[config.mk]
export PLATFORM = sky130hd
export DESIGN_NAME = ubx_frame_receiver
export DESIGN_NICKNAME = d
export VERILOG_FILES = /design/src/design/ubx_pkg.sv /design/src/design/ubx_parser.sv /design/src/design/ubx_result_fifo.sv /design/src/design/ubx_frame_receiver.sv
export VERILOG_INCLUDE_DIRS = /design/src /design/src/design
export SDC_FILE = /design/constraint.sdc
export NUM_CORES = 1
export LEC_CHECK = 0
export ABC_AREA = 1
export BUFFER_PORTS_ARGS = -buffer_cell sky130_fd_sc_hd__buf_2
export CAP_MARGIN = 20
export CELL_PAD_IN_SITES_DETAIL_PLACEMENT = 1
export CELL_PAD_IN_SITES_GLOBAL_PLACEMENT = 1
export CORE_ASPECT_RATIO = 1.75
export CORE_UTILIZATION = 44
export CTS_CLUSTER_DIAMETER = 60
export CTS_CLUSTER_SIZE = 24
export DETAILED_ROUTE_END_ITERATION = 6
export HOLD_SLACK_MARGIN = 0.03
export PLACE_DENSITY_LB_ADDON = 0.1
export SLEW_MARGIN = 10
export SYNTH_ARGS = -nofsm -noshare
export SYNTH_HDL_FRONTEND = slang
export SYNTH_SLANG_ARGS = --single-unit
export TNS_END_PERCENT = 30
[constraint.sdc]
create_clock -name clk -period 5.21 [get_ports clk]
set_input_delay 0.7815 -clock clk [delete_from_list [all_inputs] [get_ports clk]]
set_output_delay 0.7815 -clock clk [all_outputs]
set_load 0.05 [all_outputs]
[src/design/assert_macros.svh]
// Assertion macros shared by the RTL of the UBX frame receiver.
// Depends on a clk and rst signal in the scope of each use.
`ifndef ASSERT_MACROS_SVH
`define ASSERT_MACROS_SVH
`ifndef SYNTHESIS
`define ASSERT_ALWAYS(lbl, expr, msg) \
  lbl: assert property (@(posedge clk) disable iff (rst) (expr)) else $error(msg);
`define ASSERT_IMPLY(lbl, ante, cons, msg) \
  lbl: assert property (@(posedge clk) disable iff (rst) (ante) |-> (cons)) else $error(msg);
`define ASSERT_NEXT(lbl, ante, cons, msg) \
  lbl: assert property (@(posedge clk) disable iff (rst) (ante) |=> (cons)) else $error(msg);
`else
`define ASSERT_ALWAYS(lbl, expr, msg)
`define ASSERT_IMPLY(lbl, ante, cons, msg)
`define ASSERT_NEXT(lbl, ante, cons, msg)
`endif
`endif

[src/design/ubx_pkg.sv]
// Types and constants of the UBX frame receiver.
// Used by the parser, the result queue and the top level.
package ubx_pkg;

  localparam logic [7:0] SYNC_FIRST  = 8'hB5;
  localparam logic [7:0] SYNC_SECOND = 8'h62;
  localparam logic [15:0] MAX_LEN_RESET = 16'd512;

  localparam int FIFO_DEPTH = 4;
  localparam int FIFO_AW    = $clog2(FIFO_DEPTH);
  localparam int FIFO_CW    = $clog2(FIFO_DEPTH + 1);

  typedef enum logic [3:0] {
    PH_SYNC1   = 4'd0,
    PH_SYNC2   = 4'd1,
    PH_CLASS   = 4'd2,
    PH_ID      = 4'd3,
    PH_LEN_LO  = 4'd4,
    PH_LEN_HI  = 4'd5,
    PH_PAYLOAD = 4'd6,
    PH_CK_A    = 4'd7,
    PH_CK_B    = 4'd8
  } phase_t;

  typedef enum logic [1:0] {
    KIND_PAYLOAD = 2'd0,
    KIND_FRAME   = 2'd1,
    KIND_DROP    = 2'd2
  } kind_t;

  typedef struct packed {
    kind_t       kind;
    logic [7:0]  payload_byte;
    logic [15:0] byte_index;
    logic [7:0]  msg_class;
    logic [7:0]  msg_id;
    logic [15:0] payload_length;
    logic        checksum_ok;
  } ubx_result_t;

endpackage

[src/design/ubx_parser.sv]
// Front end: sync hunt, header capture, Fletcher checksum and result build.
// Depends on ubx_pkg.
module ubx_parser import ubx_pkg::*; (
  input  logic        clk,
  input  logic        rst,
  input  logic        in_valid,
  input  logic [7:0]  in_byte,
  input  logic        cfg_we,
  input  logic [15:0] cfg_wdata,
  output logic        res_valid,
  output ubx_result_t res
);

  phase_t      phase, phase_next;
  logic [15:0] payload_count, payload_count_next;
  logic [15:0] frame_length, frame_length_next;
  logic [7:0]  frame_class, frame_class_next;
  logic [7:0]  frame_id, frame_id_next;
  logic [7:0]  sum_a, sum_a_next;
  logic [7:0]  sum_b, sum_b_next;
  logic [7:0]  received_sum_a, received_sum_a_next;
  logic [15:0] max_len;

  logic [15:0] len_full;
  logic [15:0] count_inc;
  logic [7:0]  sum_a_add;

  assign len_full  = {in_byte, frame_length[7:0]};
  assign count_inc = payload_count + 16'd1;
  assign sum_a_add = sum_a + in_byte;

  always_comb begin
    phase_next = phase;
    if (in_valid) begin
      case (phase)
        PH_SYNC1:   if (in_byte == SYNC_FIRST) phase_next = PH_SYNC2;
        PH_SYNC2:   phase_next = (in_byte == SYNC_SECOND) ? PH_CLASS : PH_SYNC1;
        PH_CLASS:   phase_next = PH_ID;
        PH_ID:      phase_next = PH_LEN_LO;
        PH_LEN_LO:  phase_next = PH_LEN_HI;
        PH_LEN_HI: begin
          if (len_full == 16'd0) phase_next = PH_CK_A;
          else if (len_full > max_len) phase_next = PH_SYNC1;
          else phase_next = PH_PAYLOAD;
        end
        PH_PAYLOAD: if (count_inc == frame_length) phase_next = PH_CK_A;
        PH_CK_A:    phase_next = PH_CK_B;
        PH_CK_B:    phase_next = PH_SYNC1;
        default:    phase_next = PH_SYNC1;
      endcase
    end
  end

  always_comb begin
    payload_count_next  = payload_count;
    frame_length_next   = frame_length;
    frame_class_next    = frame_class;
    frame_id_next       = frame_id;
    sum_a_next          = sum_a;
    sum_b_next          = sum_b;
    received_sum_a_next = received_sum_a;
    res_valid           = 1'b0;
    res.kind            = KIND_PAYLOAD;
    res.payload_byte    = 8'd0;
    res.byte_index      = 16'd0;
    res.msg_class       = frame_class;
    res.msg_id          = frame_id;
    res.payload_length  = frame_length;
    res.checksum_ok     = 1'b0;
    if (in_valid) begin
      case (phase)
        PH_CLASS: begin
          sum_a_next       = in_byte;
          sum_b_next       = in_byte;
          frame_class_next = in_byte;
        end
        PH_ID: begin
          sum_a_next    = sum_a_add;
          sum_b_next    = sum_b + sum_a_add;
          frame_id_next = in_byte;
        end
        PH_LEN_LO: begin
          sum_a_next        = sum_a_add;
          sum_b_next        = sum_b + sum_a_add;
          frame_length_next = {8'd0, in_byte};
        end
        PH_LEN_HI: begin
          sum_a_next         = sum_a_add;
          sum_b_next         = sum_b + sum_a_add;
          frame_length_next  = len_full;
          payload_count_next = 16'd0;
          if (len_full != 16'd0 && len_full > max_len) begin
            res_valid          = 1'b1;
            res.kind           = KIND_DROP;
            res.payload_length = len_full;
          end
        end
        PH_PAYLOAD: begin
          sum_a_next       = sum_a_add;
          sum_b_next       = sum_b + sum_a_add;
          res_valid        = 1'b1;
          res.kind         = KIND_PAYLOAD;
          res.payload_byte = in_byte;
          res.byte_index   = payload_count;
          payload_count_next = (count_inc == frame_length) ? 16'd0 : count_inc;
        end
        PH_CK_A: received_sum_a_next = in_byte;
        PH_CK_B: begin
          res_valid          = 1'b1;
          res.kind           = KIND_FRAME;
          res.checksum_ok    = (received_sum_a == sum_a) && (in_byte == sum_b);
          payload_count_next = 16'd0;
        end
        PH_SYNC1, PH_SYNC2: ;
        default: payload_count_next = 16'd0;
      endcase
    end
  end

  always_ff @(posedge clk) begin
    if (rst) begin
      phase         <= PH_SYNC1;
      payload_count <= 16'd0;
      max_len       <= MAX_LEN_RESET;
    end else begin
      phase         <= phase_next;
      payload_count <= payload_count_next;
      if (cfg_we) max_len <= cfg_wdata;
    end
  end

  always_ff @(posedge clk) begin
    frame_length   <= frame_length_next;
    frame_class    <= frame_class_next;
    frame_id       <= frame_id_next;
    sum_a          <= sum_a_next;
    sum_b          <= sum_b_next;
    received_sum_a <= received_sum_a_next;
  end

endmodule

[src/design/ubx_result_fifo.sv]
// Back end: short queue of result words between the parser and the output.
// Depends on ubx_pkg.
module ubx_result_fifo import ubx_pkg::*; (
  input  logic        clk,
  input  logic        rst,
  input  logic        wr_en,
  input  ubx_result_t wr_data,
  input  logic        rd_en,
  output logic        full,
  output logic        empty,
  output ubx_result_t rd_data
);

  ubx_result_t        entries [FIFO_DEPTH];
  logic [FIFO_AW-1:0] wr_ptr;
  logic [FIFO_AW-1:0] rd_ptr;
  logic [FIFO_CW-1:0] count;
  logic               do_wr;
  logic               do_rd;

  assign full    = (count == FIFO_CW'(FIFO_DEPTH));
  assign empty   = (count == '0);
  assign do_wr   = wr_en && !full;
  assign do_rd   = rd_en && !empty;
  assign rd_data = entries[rd_ptr];

  always_ff @(posedge clk) begin
    if (rst) begin
      wr_ptr <= '0;
      rd_ptr <= '0;
      count  <= '0;
    end else begin
      if (do_wr) wr_ptr <= (wr_ptr == FIFO_AW'(FIFO_DEPTH - 1)) ? '0 : wr_ptr + 1'b1;
      if (do_rd) rd_ptr <= (rd_ptr == FIFO_AW'(FIFO_DEPTH - 1)) ? '0 : rd_ptr + 1'b1;
      if (do_wr && !do_rd) count <= count + 1'b1;
      else if (do_rd && !do_wr) count <= count - 1'b1;
    end
  end

  always_ff @(posedge clk) begin
    if (do_wr) entries[wr_ptr] <= wr_data;
  end

endmodule

[src/design/ubx_frame_receiver.sv]
// UBX frame receiver: one byte accepted per cycle while full is low.
// A result produced by an accepted byte is written at that byte's accept edge, so empty is low just after it.
// A four-word result queue decouples the parser from pop; full rises when it holds four.
// Synchronous reset: hunt first sync byte, empty queue, max payload length 512.
// Depends on ubx_pkg, ubx_parser, ubx_result_fifo and assert_macros.svh.
`include "assert_macros.svh"
module ubx_frame_receiver import ubx_pkg::*; (
  input  logic        clk,
  input  logic        rst,
  input  logic        push,
  output logic        full,
  input  logic [7:0]  rx_byte,
  output logic        empty,
  input  logic        pop,
  output logic [1:0]  kind,
  output logic [7:0]  payload_byte,
  output logic [15:0] byte_index,
  output logic [7:0]  msg_class,
  output logic [7:0]  msg_id,
  output logic [15:0] payload_length,
  output logic        checksum_ok,
  input  logic        cfg_we,
  input  logic [15:0] cfg_wdata
);

  logic        in_valid;
  logic        res_valid;
  ubx_result_t res;
  ubx_result_t head;

  assign in_valid = push && !full;

  ubx_parser u_parser (
    .clk       (clk),
    .rst       (rst),
    .in_valid  (in_valid),
    .in_byte   (rx_byte),
    .cfg_we    (cfg_we),
    .cfg_wdata (cfg_wdata),
    .res_valid (res_valid),
    .res       (res)
  );

  ubx_result_fifo u_fifo (
    .clk     (clk),
    .rst     (rst),
    .wr_en   (res_valid),
    .wr_data (res),
    .rd_en   (pop),
    .full    (full),
    .empty   (empty),
    .rd_data (head)
  );

  assign kind           = head.kind;
  assign payload_byte   = head.payload_byte;
  assign byte_index     = head.byte_index;
  assign msg_class      = head.msg_class;
  assign msg_id         = head.msg_id;
  assign payload_length = head.payload_length;
  assign checksum_ok    = head.checksum_ok;

  `ASSERT_IMPLY(a_res_needs_accept, res_valid, in_valid, "result without accepted byte")
  `ASSERT_IMPLY(a_non_payload_clear, !empty && head.kind != KIND_PAYLOAD, payload_byte == 8'd0 && byte_index == 16'd0, "payload fields set on non-payload word")
  `ASSERT_IMPLY(a_ok_only_frame, !empty && head.kind != KIND_FRAME, !checksum_ok, "checksum flag on non-frame word")
  `ASSERT_NEXT(a_empty_holds, empty && !in_valid, empty, "queue filled without accepted byte")

endmodule
Yosys cells after proc, flatten, opt, wreduce, memory -nomap -nowiden
Memory sizes are Yosys's and may differ from the RTL's. A register that Yosys moved wholly into a read port is not among the register bits.
Index checks and enable logic that the tools add are counted.
Word-level totals
  register bits: 99
  RAM bits: 236
  word-level logic and storage cells: 101
  memories kept: 1
Memory list
  u_fifo.entries: depth 4, bits a word 59, read ports 1, clocked after memory_dff 1, wr ports 1, line ubx_result_fifo.sv:14  | ubx_result_t entries [FIFO_DEPTH];
Operators by class
  add/sub/neg operators: 7
  order comparisons: 1
  equal/unequal tests: 18
  mux-type cells: 30
  bitwise operators: 2
  reduce and logical (&&, ||, !) cells: 29
Operators with widths (number)
  one-hot mux 16 bit (2 select lines): 2
  2-to-1 mux 16 bit: 3
  one-hot mux 4 bit (8 select lines): 1
  one-hot mux 8 bit (2 select lines): 2
  2-to-1 mux 26 bit: 1
  2-to-1 mux 24 bit: 1
  2-to-1 mux 17 bit: 1
  adder 16 x 1 -> 16 bit, second input constant: 1
  adder 8 bit: 2
  equality test 16 bit: 1
  equality test 4 x 3 -> 1 bit, second input constant: 4
  equality test 8 bit: 2
  > comparator 16 bit: 1
  logical NOT 16 bit: 1
  nonzero test 16 bit: 1
  2-to-1 mux 2 bit: 6
  2-to-1 mux 4 bit: 3
  AND reduction 2 bit: 6
  2-to-1 mux 3 bit: 3
  equality test 4 x 2 -> 1 bit, second input constant: 2
  equality test 8 x 7 -> 1 bit, second input constant: 1
  equality test 8 bit, second input constant: 1
  logical AND 1 bit: 7
  AND reduction 3 bit: 2
  other kinds (19): 32

Depth between registers and ports, before layout
  depth after elaboration: 10
  mapped depth: 19
  gate-level depth less buffers: 19

By module
A second synthesis with hierarchy kept.
Unflattened totals
  cell total of the unflattened synthesis: 1381
  area total of the unflattened synthesis: 14941.8 um^2
By module, submodules not included
  ubx_result_fifo: instances 1, cells each 641, area an instance 9221.3 um^2
  ubx_parser: instances 1, cells each 738, area an instance 5710.5 um^2
  ubx_frame_receiver: instances 1, cells each 2, area an instance 10.0 um^2

Worst setup path before layout
Ideal clock, no wire load.
  kind: input-to-reg
  start: input port rx_byte[7]
  end: memory u_fifo.entries[0][0] (netlist name), enable pin
  setup time: 476 ps
  arrival: 4416 ps
  setup slack: 318 ps
  cell stages on the path: 9
  cells stage by stage: ha_1 -> nand2_1 -> nor4_1 -> nand2_1 -> nand2_1 -> nand4_2 -> nand2_1 -> inv_1 -> nor2_1
On the way
  word-level cells in the longest chain between the ends: 8
  elaborated cells between the ends (all ways): 9
  those cells by class: 1 x order compare; 5 x mux; 3 x reduce/logical
Ends and longest elaborated chain
  start: declaration: line ubx_frame_receiver.sv:12  | input logic [7:0] rx_byte,
  > comparator 16 bit or nonzero test 16 bit (tied branches): line ubx_parser.sv:92  | if (len_full != 16'd0 && len_full > max_len) begin
  logical AND 1 bit *: line ubx_parser.sv:92
  2-to-1 mux 1 bit *: line ubx_parser.sv:92
  one-hot mux 1 bit (2 select lines) *: line ubx_parser.sv:71  | case (phase)
  2-to-1 mux 1 bit *: line ubx_parser.sv:70  | if (in_valid) begin
  logical AND 1 bit *: line ubx_result_fifo.sv:23  | assign do_wr = wr_en && !full;
  via u_fifo.do_wr: line ubx_result_fifo.sv:18  | logic do_wr;
  2-to-1 mux 1 bit *: line ubx_result_fifo.sv:41  | if (do_wr) entries[wr_ptr] <= wr_data;
  2-to-1 mux 1 bit (not written as such) *: line ubx_result_fifo.sv:41
  end: declaration: line ubx_result_fifo.sv:14
The timed path passes the listed nets; every way through them passes the cells marked *.

==> flow_summary.toml <==
[cts]
htree_levels = 1
cts_hold_repair.buffers = 0
ctsLongestPathBuffers = 3
worstSkewPairLatency_ns = 0.54
clk_sink_count = 337
cts_buffers = 20
worst_setup_hold_path_clk_slew_ns = 0.09
cts-root-buf = "clkbuf_16"
ctsResizeCount = 0
post_cts_repair_timing_setup_buffer_count = 0
cts_tree = "built"

[pwr]
cellLeakagePower_uw = 0.00585
combinational_share_of_power_pct = 38.5
switching_share_pct = 42.8
ir_drop_uv = 271
share_of_total_power_in_the_clock_network_pct = 20.5
seqPwrFrac_pct = 41.0
p_per_area_nw_per_um2 = 501
internal-power_uw = 4660
p_sw_uw = 3490

[synth]
synth_top_area_share_pct = 59.7
synth-edff-count = 292
synth.cells.most_frequent = "edfxtp_1, nor2_1, nand2_1"
post_synth_instance_area_um2 = 14700
synth-seq-area-share_pct = 65.8
synth.ff_latch_count = 337
postSynthAreaPerCell_um2 = 10.8
synth.area.top_cells = "edfxtp_1, dfxtp_1, o21ai_0"
postSynth.topFlopCell = "edfxtp_1"
synthArstFlopShare_pct = 0
synth_most_common_cell = "edfxtp_1"
synth.net_count = 1429
yosysWarningCount = 0
netlist_instances = 1360
synthDistinctLibCells = 40
yosysTopAreaCell = "edfxtp_1"

[sta]
setup_viol_count_final = 0
report.final.hold_viol_count = 0
worstMarginPinSlew_ns = 0.964
layout_worst_path_cycle_share_pct = 72.6
max_slew_margin_pct = 35.7
max_freq_ghz = 0.264
rsz0062_at_grt = "no"
fin_skew_ns = 0.0201
post_route_setup_tns_ns = 0
maxSlewViolCount = 0
final.min_clock_period_ns = 3.78

[layout]
nets = 1500
syn_to_final_growth_pct = 10.8
antenna_cells = 0
finish.cell_count_without_fillers = 1845
post_route_cells_drive_above_1_share_pct = 11.0
filler_cell_count = 3571

[floorplanning]
die_width_um = 140
row_count = 88
core-area_um2 = 32900
die_h_um = 244
die_area_um2 = 34200
io-pin-count = 90
initial_utilization_pct = 44.6

[critical_path]
worst_ep_required_time_ns = 4.43
data_arrival_critical_path_ns = 3.00
setup.worst_path.end_class = "output port"
largest_fanout_on_the_critical_path = 60
critical_path_startpoint_category = "register"
critPathKind = "register to output port"

[outcome]
outcome = "complete, no violations"

[routing]
drt-pass1-iter-count = 4
drt-wirelength-per-cell_um = 20.7
drc = 0
drtIter0Drc = 550
avgViaCountPerCell = 5.57
drtAntennaViolNets = 0
vias = 10283
route.final.wire_length_um = 38200

[placed_design]
place.port_buffers = 89
place.gp.congestion = 0.802
detailedPlacementHpwl_um = 26600
place_inst = 1814

[global_routing]
antenna_found_initial = 0
grt_max_degree = 61
grtUsageTotal_pct = 22.8
global_route_wire_length_before_repair_um = 59100
grt_overflow = 0
first_global_vias = 10620

[min_path]
worstHoldPathType = "register to register"

[flow_run]
maxCapViolations = 0
state kept, by name, indices dropped and copies added, names as in the netlist, named ones only:
| signal | cells |
|---|---|
| u_fifo.entries | 236 |
| u_parser.frame_length | 16 |
| u_parser.max_len | 16 |
| u_parser.payload_count | 16 |
| u_parser.frame_class | 8 |
| u_parser.frame_id | 8 |
| u_parser.received_sum_a | 8 |
| u_parser.sum_a | 8 |
| u_parser.sum_b | 8 |
| u_parser.phase | 4 |
| u_fifo.count | 3 |
| u_fifo.rd_ptr | 2 |
| u_fifo.wr_ptr | 2 |
power by group through the flow:
stage | Clock (uW) | Sequential, uW | Combinational [uW]
after floorplan | 0 | 3290 | 2370
after global placement | 0 | 3400 | 3130
after detailed placement | 0 | 3410 | 3180
after CTS | 1720 | 3350 | 3190
after global routing | 1800 | 3370 | 3400
final | 1670 | 3350 | 3130
kinds of logic after synthesis:
| group | share of synthesized area [%] |
|---|---|
| adder cells (fa/ha/maj) | 3.56 |
| AND/OR/NAND/NOR | 14.4 |
| flip-flops | 65.8 |
| buffers and inverters | 4.09 |
| AO/OA/AOI/OAI | 10.8 |
| XOR/XNOR | 1.31 |
final cells by class:
type	count	area [um^2]	area share, %
Tap cell	405	507	3.11
Sequential cell	337	9670	59.4
Clock inverter	7	86.3	0.530
Timing Repair Buffer	106	636	3.90
Clock buffer	24	537	3.30
Inverter	102	384	2.36
Multi-Input combinational cell	864	4450	27.4
critical path, cell delays in order (launching register included):
cell	delay (ns)
dfxtp_4	0.74
buf_4	0.63
o21ai_0	0.22
o22ai_1	0.43
buf_2	0.35
stage by stage:
stage / total power [uW] / util (%) / hold WS, ns / instance area (um^2) / setup WS (ns)
3_3_place_gp: 6530 / 47.5 / 0.451 / 15700 / 1.42
5_1_grt: 8570 / 49.4 / 0.462 / 16300 / 1.31
3_5_place_dp: 6590 / 47.5 / 0.458 / 15700 / 1.35
6_report: 8150 / 49.4 / 0.465 / 16300 / 1.43
4_1_cts: 8260 / 49.4 / 0.450 / 16300 / 1.42
2_1_floorplan: 5670 / - / 0.437 / 14700 / 0.318
final timing paths:
path                            startpoint  cells after the start  slack (ns)               endpoint
setup / recovery                  register                      4        1.43      payload_length[3]
hold / removal        u_parser.max_len[15]                      2        0.46   u_parser.max_len[15]
setup reg to reg  u_parser.frame_length[2]                     13        1.76  u_fifo.entries[2][41]
hold reg to reg       u_parser.max_len[15]                      2        0.46   u_parser.max_len[15]
layout by cell type, fill, tap and decap left out, drive strengths merged, types with 2 or more instances in the layout:
cell      n
or2       4
nand3b    6
o22ai    60
dfxtp    45
nor3     29
nand2   188
xor2     15
o21ai   171
nor4      5
xnor2     7
fa        3
buf     106
nand3    37
clkinv    5
nand4    14
o21a      2
edfxtp  292
clkbuf   24
inv     104
ha       37
nor2    220
a21oi    56
routing by layer:
layer	part of all wire, %	track usage [%]
met1	40	26.2
met2	55	43.7
met3	2.9	1.73
met4	3.0	8.24
met5	0	0
Power figures use the tool's default switching activity.
